===== src/hdl/mrwbc_pkg.sv =====
// Shared types and constants for the multi-round weighted byte checksum.
// Holds the controller-to-datapath command struct and the mixing constants.
// No dependencies.
`default_nettype none

package mrwbc_pkg;

    // Golden-ratio constant added in every fold.
    localparam logic [63:0] GOLDEN_MIX   = 64'h9e37_79b9_7f4a_7c15;
    // Per-round multiple of the plain sum.
    localparam logic [63:0] ROUND_STRIDE = 64'd131;
    localparam int unsigned ROUND_W      = 16;

    // Commands from the controller to the datapath.
    typedef struct packed {
        logic acc_byte;    // add the accepted byte to both sums
        logic prep;        // load the round operands from the sums
        logic round_step;  // fold one round that is not the last
        logic finish;      // fold the last round, load the result, clear the sums
    } cmd_t;

endpackage

`default_nettype wire


===== src/hdl/mrwbc_ctrl.sv =====
// Controller for the multi-round weighted byte checksum.
// Sequences byte accumulation, round preparation and the mixing rounds.
// Depends on mrwbc_pkg.
`default_nettype none

module mrwbc_ctrl
    import mrwbc_pkg::*;
(
    input  wire logic                clk,
    input  wire logic                rst_n,
    input  wire logic                in_valid,
    input  wire logic                last_byte,
    input  wire logic                message_empty,
    output logic                     in_ready,
    input  wire logic                cfg_valid,
    input  wire logic [ROUND_W-1:0]  cfg_data,
    output logic                     cfg_ready,
    output logic                     out_valid,
    input  wire logic                out_ready,
    output cmd_t                     cmd
);

    typedef enum logic [1:0] {
        ST_ACCEPT,
        ST_PREP,
        ST_ROUND
    } state_t;

    state_t               state_reg, state_next;
    logic [ROUND_W-1:0]   round_idx_reg, round_idx_next;
    logic [ROUND_W-1:0]   round_count_reg, round_count_next;
    logic                 out_valid_reg, out_valid_next;

    logic                 in_fire;
    logic [ROUND_W-1:0]   last_round_idx;
    logic                 last_round;
    logic                 out_free;

    // Handshake terms
    assign in_ready  = (state_reg == ST_ACCEPT);
    assign cfg_ready = 1'b1;
    assign out_valid = out_valid_reg;
    assign in_fire   = in_valid && in_ready;
    assign out_free  = !out_valid_reg || out_ready;

    // Treat a round count of zero as a single round
    assign last_round_idx = (round_count_reg == '0) ? '0 : round_count_reg - ROUND_W'(1);
    assign last_round     = (round_idx_reg == last_round_idx);

    // Decode commands for the datapath
    always_comb
    begin
        cmd            = '0;
        cmd.acc_byte   = in_fire && !message_empty;
        cmd.prep       = (state_reg == ST_PREP);
        cmd.round_step = (state_reg == ST_ROUND) && !last_round;
        cmd.finish     = (state_reg == ST_ROUND) && last_round && out_free;
    end

    // Next state, round counter, output flag and configuration
    always_comb
    begin
        state_next       = state_reg;
        round_idx_next   = round_idx_reg;
        round_count_next = round_count_reg;
        out_valid_next   = out_valid_reg;

        if (cfg_valid && cfg_ready)
        begin
            round_count_next = cfg_data;
        end

        if (out_valid_reg && out_ready)
        begin
            out_valid_next = 1'b0;
        end

        case (state_reg)
            ST_ACCEPT:
            begin
                if (in_fire && (message_empty || last_byte))
                begin
                    state_next = ST_PREP;
                end
            end
            ST_PREP:
            begin
                round_idx_next = '0;
                state_next     = ST_ROUND;
            end
            ST_ROUND:
            begin
                if (cmd.round_step)
                begin
                    round_idx_next = round_idx_reg + ROUND_W'(1);
                end
                else if (cmd.finish)
                begin
                    out_valid_next = 1'b1;
                    round_idx_next = '0;
                    state_next     = ST_ACCEPT;
                end
            end
            default:
            begin
                state_next = ST_ACCEPT;
            end
        endcase
    end

    // Hold state and registered outputs
    always_ff @(posedge clk or negedge rst_n)
    begin
        if (!rst_n)
        begin
            state_reg       <= ST_ACCEPT;
            round_idx_reg   <= '0;
            round_count_reg <= ROUND_W'(1);
            out_valid_reg   <= 1'b0;
        end
        else
        begin
            state_reg       <= state_next;
            round_idx_reg   <= round_idx_next;
            round_count_reg <= round_count_next;
            out_valid_reg   <= out_valid_next;
        end
    end

endmodule

`default_nettype wire


===== src/hdl/mrwbc_datapath.sv =====
// Datapath for the multi-round weighted byte checksum.
// Holds the running sums, the round operands and the result register.
// Depends on mrwbc_pkg.
`default_nettype none

module mrwbc_datapath
    import mrwbc_pkg::*;
(
    input  wire logic        clk,
    input  wire logic        rst_n,
    input  wire cmd_t        cmd,
    input  wire logic [7:0]  data_byte,
    output logic      [63:0] checksum_value
);

    logic [63:0] pos_reg, pos_next;
    logic [63:0] plain_reg, plain_next;
    logic [63:0] weighted_reg, weighted_next;
    logic [63:0] step_reg, step_next;
    logic [63:0] value_reg, value_next;
    logic [63:0] mix_reg, mix_next;
    logic [63:0] out_reg, out_next;

    logic [8:0]  term;
    logic [63:0] pos_inc;
    logic [72:0] weight_prod;
    logic [63:0] folded;

    // Byte term and its weight at the new position
    assign term        = {1'b0, data_byte} + 9'd1;
    assign pos_inc     = pos_reg + 64'd1;
    assign weight_prod = pos_inc * term;

    // One golden-ratio fold of the current round value
    assign folded = mix_reg ^ (value_reg + GOLDEN_MIX + (mix_reg << 6) + (mix_reg >> 2));

    assign checksum_value = out_reg;

    // Next values of the sums and round operands
    always_comb
    begin
        pos_next      = pos_reg;
        plain_next    = plain_reg;
        weighted_next = weighted_reg;
        step_next     = step_reg;
        value_next    = value_reg;
        mix_next      = mix_reg;
        out_next      = out_reg;

        if (cmd.acc_byte)
        begin
            pos_next      = pos_inc;
            plain_next    = plain_reg + {55'd0, term};
            weighted_next = weighted_reg + weight_prod[63:0];
        end

        if (cmd.prep)
        begin
            step_next  = plain_reg * ROUND_STRIDE;
            value_next = weighted_reg;
            mix_next   = '0;
        end

        if (cmd.round_step)
        begin
            mix_next   = folded;
            value_next = value_reg + step_reg;
        end

        // Deliver the result and drop the message state
        if (cmd.finish)
        begin
            out_next      = folded;
            pos_next      = '0;
            plain_next    = '0;
            weighted_next = '0;
        end
    end

    // Message sums: cleared by reset
    always_ff @(posedge clk or negedge rst_n)
    begin
        if (!rst_n)
        begin
            pos_reg      <= '0;
            plain_reg    <= '0;
            weighted_reg <= '0;
        end
        else
        begin
            pos_reg      <= pos_next;
            plain_reg    <= plain_next;
            weighted_reg <= weighted_next;
        end
    end

    // Round operands and result: payload only
    always_ff @(posedge clk)
    begin
        step_reg  <= step_next;
        value_reg <= value_next;
        mix_reg   <= mix_next;
        out_reg   <= out_next;
    end

endmodule

`default_nettype wire


===== src/hdl/multi_round_weighted_byte_checksum_top.sv =====
// Top level of the multi-round weighted byte checksum.
// Joins mrwbc_ctrl and mrwbc_datapath; depends on mrwbc_pkg.
//
// Usage:
//   Input channel (in_valid/in_ready) carries one message byte per
//   transaction with last_byte and message_empty flags. A byte that does not
//   end the message keeps the block accepting, so bytes stream at one per cycle.
//   A transaction with last_byte or message_empty set starts the finish: a
//   preparation step, then round_count mixing rounds through the single fold
//   unit (a round count of zero runs one round). in_ready is low until the
//   last round has run. The checksum appears on the output channel
//   (out_valid/out_ready) the cycle after the last round. The result waits
//   in an output register, so the next message streams in while it is held;
//   if it is still not taken when the next message reaches its last round,
//   the block holds there until it is.
//   Configuration channel (cfg_valid/cfg_ready) writes round_count; it is
//   always ready and should be used only while the block is idle.
//   Reset clears the sums, returns to accepting bytes, drops out_valid and
//   sets round_count to one.
`default_nettype none

module multi_round_weighted_byte_checksum_top
    import mrwbc_pkg::*;
(
    input  wire logic        clk,
    input  wire logic        rst_n,
    input  wire logic        in_valid,
    output logic             in_ready,
    input  wire logic [7:0]  data_byte,
    input  wire logic        last_byte,
    input  wire logic        message_empty,
    output logic             out_valid,
    input  wire logic        out_ready,
    output logic      [63:0] checksum_value,
    input  wire logic        cfg_valid,
    output logic             cfg_ready,
    input  wire logic [15:0] cfg_data
);

    cmd_t cmd;

    mrwbc_ctrl u_ctrl (
        .clk           (clk),
        .rst_n         (rst_n),
        .in_valid      (in_valid),
        .last_byte     (last_byte),
        .message_empty (message_empty),
        .in_ready      (in_ready),
        .cfg_valid     (cfg_valid),
        .cfg_data      (cfg_data),
        .cfg_ready     (cfg_ready),
        .out_valid     (out_valid),
        .out_ready     (out_ready),
        .cmd           (cmd)
    );

    mrwbc_datapath u_datapath (
        .clk            (clk),
        .rst_n          (rst_n),
        .cmd            (cmd),
        .data_byte      (data_byte),
        .checksum_value (checksum_value)
    );

    // At most one datapath operation per cycle
    assert property (@(posedge clk) disable iff (!rst_n)
        $onehot0({cmd.acc_byte, cmd.prep, cmd.round_step, cmd.finish}))
        else $error("overlapping datapath commands");

    // A finished message always presents its result next cycle
    assert property (@(posedge clk) disable iff (!rst_n)
        cmd.finish |=> out_valid)
        else $error("result not presented after finish");

    // No byte is taken while rounds are being prepared or run
    assert property (@(posedge clk) disable iff (!rst_n)
        (cmd.prep || cmd.round_step || cmd.finish) |-> !in_ready)
        else $error("input accepted during rounds");

    // The result register is loaded only when it is free
    assert property (@(posedge clk) disable iff (!rst_n)
        cmd.finish |-> (!out_valid || out_ready))
        else $error("result overwritten before it was taken");

endmodule

`default_nettype wire

===== config.mk =====
export PLATFORM = sky130hd
export DESIGN_NAME = multi_round_weighted_byte_checksum_top
export DESIGN_NICKNAME = d
export VERILOG_FILES = /design/src/hdl/mrwbc_pkg.sv /design/src/hdl/mrwbc_ctrl.sv /design/src/hdl/mrwbc_datapath.sv /design/src/hdl/multi_round_weighted_byte_checksum_top.sv
export SDC_FILE = /design/constraint.sdc
export NUM_CORES = 2
export LEC_CHECK = 0
export ABC_AREA = 0
export BUFFER_PORTS_ARGS = -buffer_cell sky130_fd_sc_hd__buf_2
export CAP_MARGIN = 10
export CORE_MARGIN = 2
export CORE_UTILIZATION = 66
export DETAILED_ROUTE_END_ITERATION = 10
export HOLD_SLACK_MARGIN = 0.02
export PLACE_DENSITY = 0.83
export SLEW_MARGIN = 0
export SYNTH_ARGS = -nofsm -noshare
export SYNTH_HDL_FRONTEND = slang
export SYNTH_SLANG_ARGS = --single-unit

===== constraint.sdc =====
create_clock -name clk -period 13.8 [get_ports clk]
set_input_delay 0.69 -clock clk [delete_from_list [all_inputs] [get_ports clk]]
set_output_delay 0.69 -clock clk [all_outputs]
set_load 0.03 [all_outputs]

* After elaboration in Yosys (flattened, before gate mapping) *
Cells that the tools add are included.

operators by class
  add/subtract/negate cells = 10
  $mul = 2
  div/mod/pow operators = 0
  order comparisons = 0
  eq/ne operators = 7
  shift operators = 0
  mux-type cells = 22
  bitwise gates (word level) = 1
  reduce and logical (&&, ||, !) cells = 19

operators by type and width
  operator                                             count
  two-way mux 64 bit                                   10
  adder 64 bit                                         3
  adder 64 x 1 -> 64 bit (second input constant)       1
  adder 64 x 62 -> 64 bit                              1
  adder 64 bit (second input constant)                 1
  adder 64 x 9 -> 64 bit                               1
  multiplier 64 x 8 -> 64 bit (second input constant)  1
  multiplier 64 x 9 -> 64 bit                          1
  XOR 64 bit                                           1
  two-way mux 16 bit                                   3
  one-hot mux 16 bit (2 select lines)                  1
  adder 16 x 1 -> 16 bit (second input constant)       1
  == test 16 bit                                       1
  zero test 16 bit                                     1
  subtractor 16 x 1 -> 16 bit (second input constant)  1
  adder 8 x 1 -> 9 bit (second input constant)         1
  logical AND 1 bit                                    7
  two-way mux 2 bit                                    3
  inequality test 2 bit (second input constant)        3
  one-hot mux 2 bit (3 select lines)                   1
  nonzero test 2 bit                                   3
  two-way mux 1 bit                                    4
  zero test 1 bit                                      3
  inequality test 3 bit (second input constant)        1
  6 further kinds                                      7

word-level totals
  flip-flop bits (word level) = 483
  latch bits = 0
  bits in writable memories = 0
  ROM bits = 0
  bits of input ports = 31
  output and inout port bits = 67
  word-level logic and storage cells = 72
  memories = 0

* Longest topological paths before layout *
  depth in word-level cells = 8
  depth in mapped cells = 32
  depth with buffers taken out = 31

* By module *
Synthesis repeated with hierarchy kept, for this count alone.

unflattened totals
  cell total of the unflattened synthesis = 6058
  area total of the unflattened synthesis = 55509.5 um2

modules (own cells, without submodules)
  module          instances  cells each  area an instance (um2)  sequential area each (um2)
  mrwbc_datapath  1          5764        52864.5                 12492.0
  mrwbc_ctrl      1          294         2645.0                  877.1

* Worst setup path before layout *
OpenSTA, ideal clock, no wires.

  path kind = reg2reg
  start = register u_datapath.pos_reg[11]
  end = register u_datapath.weighted_reg[57]
  setup time = 0.127 ns
  arrival time = 7.535 ns
  required time = 13.673 ns
  setup slack = 6.137 ns
  stages on the path, launching flop included = 32
  clock period less this slack = 7.663 ns
  cells stage by stage = dfrtp_1 -> nand4_2 -> or4_4 -> nor3_1 -> nand2_1 -> nor2_1 -> and3_1 -> and3_1 -> nand3_1 -> xor2_1 -> or2_2 -> fa_1 -> inv_1 -> fa_1 -> fa_1 -> fa_1 -> inv_1 -> fa_1 -> inv_1 -> ha_1 -> clkbuf_1 -> a21o_1 -> a21o_1 -> a21oi_1 -> o21ai_0 -> a31oi_1 -> a21oi_1 -> a221o_1 -> a21o_1 -> a21oi_1 -> xor2_1 -> o21ai_0

between the ends
  word-level cells in the longest chain between the ends = 5

RTL lines
  element                      line                  source
  start: declaration           mrwbc_datapath.sv:16  logic [63:0] pos_reg, pos_next;
  start signal: assignment     mrwbc_datapath.sv:91  pos_reg <= pos_next;
  adder 64 x 1 -> 64 bit       mrwbc_datapath.sv:31  assign pos_inc = pos_reg + 64'd1;
  multiplier 64 x 9 -> 64 bit  mrwbc_datapath.sv:32  assign weight_prod = pos_inc * term;
  adder 64 bit                 mrwbc_datapath.sv:54  weighted_next = weighted_reg + weight_prod[63:0];
  two-way mux 64 bit           mrwbc_datapath.sv:50  if (cmd.acc_byte)
  two-way mux 64 bit           mrwbc_datapath.sv:71  if (cmd.finish)
  end signal: assignment       mrwbc_datapath.sv:93  weighted_reg <= weighted_next;
  end: declaration             mrwbc_datapath.sv:18  logic [63:0] weighted_reg, weighted_next;

No other way between the ends. The select of a mux whose other input is x is not followed.
A chain may end at the register's enable or synchronous reset.

* Worst setup path after layout *
  start = register u_datapath.pos_reg[0]
  end = register u_datapath.weighted_reg[57]

The elaborated chain is that of the path after synthesis.

==> run summary <==
Clock Pin Slew Worst Setup and Hold Paths -> 0.06 ns
Clock Skew -> 0.02757 ns
FP Rows -> 105
Worst-Skew Late Latency -> 0.66 ns
Post-Syn Nets -> 7194
core area -> 82370 sq um
final hold violations -> 0
Initial Utilization -> 0.6679
area of the multi-input gates -> 37350 sq um
synth top area cells -> fa_1 21%, edfxtp_1 14%, ha_1 11%
total area of sequential cells -> 13370 sq um
CTS Root Cell -> clkbuf_16
synthesized netlist cell count -> 6114
DR WL/cell -> 19.09 um
Port Buffer Count -> 96
most frequent cells after synthesis -> 951 x inv_1, 694 x nor2_1, 577 x fa_1, 478 x nand2_1, 472 x ha_1
Critical-path top delay cell -> xor2_1
Via density -> 5.930
die area -> 85690 sq um
final setup vio count -> 0
DRC -> 0
Achievable Freq -> 110.5 MHz
setup bufs post-CTS -> 0
first-pass GRT wire length -> 224500 um
register area share after synthesis -> 0.2430
vias in the first global route -> 42800
initial antenna violation count -> 4
CTS tree -> built
Sink Count -> 483
GRT Total Usage -> 0.3264
total congestion overflow -> 0
asr flop ratio synth -> 0.4700
synth unique cells -> 82
Tmin final -> 9.048 ns
Req. time, crit path -> 14.31 ns
crit path DAT -> 9.56 ns
crit-path max cell delay -> 0.68 ns
RSZ-0062 raised after global routing -> false
maxcap violations -> 0
Final period util -> 0.6556
biggest area consumer among synthesized cells -> fa_1
number of H-tree levels -> 2
largest net degree at the start of global routing -> 90
HPWL Detailed -> 108200 um
critical path fanouts, max -> 13
Chip Width -> 292.7 um
fin util -> 0.7065
max_slew headroom -> 0.3072
Area Overhead vs Synth -> 5.783%
worst slack, placed -> 4.847 ns
critical path class -> reg -> reg
post-route ant nets -> 0
initial DRC count -> 3424
Post-synth EDFFs -> 256
hold_ws -> 0.2602 ns
Synth Area per Inst -> 8.999 sq um
final WL -> 137400 um
Die Ht -> 292.7 um
Startpoint Class -> flip-flop
Max Slew Vio Count -> 0
Top FF cell, synth -> edfxtp_1
layout cell share with drive strength beyond 1 -> 0.05320
Fillers -> 6184
Synth Cell Area -> 55020 sq um
TritonRoute pass-1 iters -> 7
Num CTS Buffers -> 56
setup slack after layout -> 4.752 ns
most frequent CP cell -> fa_1
synthesis-stage register bit count -> 483
status -> completed
top cell type's share of synthesized area -> 0.2100
worst slew pin tran -> 1.032 ns
Ys Warns -> 0
most frequent cell after synthesis -> inv_1
crit end category -> flip-flop
io pins -> 98
CTS max path bufs -> 3
NumNets Final -> 7161
GP Congestion -> 0.9410
Setup TNS Final -> 0 ns
HP Class -> in -> reg
DR vias -> 42690
==> worst max-delay path: cells and delay by family, from the launching register on <==
kind                       cells  cell delay, ns
adders and majority gates      7            3.02
and+or+nand+nor                9            2.37
AOI/OAI and AO/OA             10            1.85
xor gates and xnor gates       2            0.83
DFF                            1            0.63
buffers and inverters          3            0.18
==> area by class of cell <==
type	count	share of cell area
diodes	1	0.00004300
clock buffers	66	0.02490
flip-flops and latches	483	0.2297
multi-input cells	4462	0.6417
well taps	1070	0.02300
inverters	951	0.06133
clock inverters	39	0.006815
repair buffers	127	0.01247
==> kinds of logic after synthesis <==
group / count (synthesis) / synth area share
flops: 483 / 0.2430
mux: 24 / 0.004753
simple gates: 1800 / 0.1503
other cells: 1 / 0.00006816
buf+inv: 1169 / 0.08041
compound gates: 1064 / 0.1203
xor+xnor: 524 / 0.08392
fa+ha+maj: 1049 / 0.3173
==> layer usage <==
layer,GRT usage,part of all wire,up-vias
met2,0.5185,0.45,1680
met3,0.05053,0.081,285
met4,0.1178,0.039,2
met1,0.4570,0.43,20680
li1,-,-,20040
met5,0,0.000080,-
==> stage by stage <==
step	instances	area [sq um]
2_1_floorplan	6114	55020
3_3_place_gp	7092	56340
3_5_place_dp	7092	56340
4_1_cts	7198	58200
5_1_grt	7198	58200
6_report	7199	58200
==> final timing paths <==
check	slack [ns]	depth (start not counted)	start	end
max in group asynchronous	10.84	4	rst_n	u_datapath.weighted_reg[63]
worst max register to register	4.75	31	u_datapath.pos_reg[0]	u_datapath.weighted_reg[57]
worst min register to register	0.52	2	u_datapath.weighted_reg[42]	u_datapath.weighted_reg[42]
worst min-delay path	0.26	3	cfg_data[0]	u_ctrl.round_count_reg[0]
min in group asynchronous	0.60	2	rst_n	u_datapath.pos_reg[1]
worst max-delay path	4.75	31	u_datapath.pos_reg[0]	u_datapath.weighted_reg[57]
==> what timing repair did <==
action                    in CTS  in global routing
hold buffers                   1                  0
hold endpoints to repair      23                  0
resized for setup              0                  0
==> cell usage in the layout, fill, tap and decap left out, types with 22 or more instances in the layout <==
| master | n |
|---|---|
| a21oi_1 | 325 |
| o21a_1 | 39 |
| ha_1 | 469 |
| a211oi_1 | 29 |
| edfxtp_1 | 256 |
| xnor2_1 | 316 |
| nor2b_1 | 33 |
| and3_1 | 117 |
| o21bai_1 | 43 |
| a21o_1 | 155 |
| a31oi_1 | 49 |
| nand2b_1 | 69 |
| fa_1 | 577 |
| xor2_1 | 200 |
| nand3_1 | 101 |
| buf_2 | 95 |
| o211ai_1 | 23 |
| nor4_1 | 22 |
| nand4_1 | 73 |
| nand2_1 | 477 |
| o21ai_0 | 259 |
| clkbuf_16 | 56 |
| nor3_1 | 56 |
| inv_1 | 950 |
| or2_2 | 66 |
| nor2_1 | 693 |
| dfrtp_1 | 226 |
| buf_4 | 30 |
Power is not shown: default switching activity piles up to over one toggle a cycle in this logic, so the estimate is an artifact.
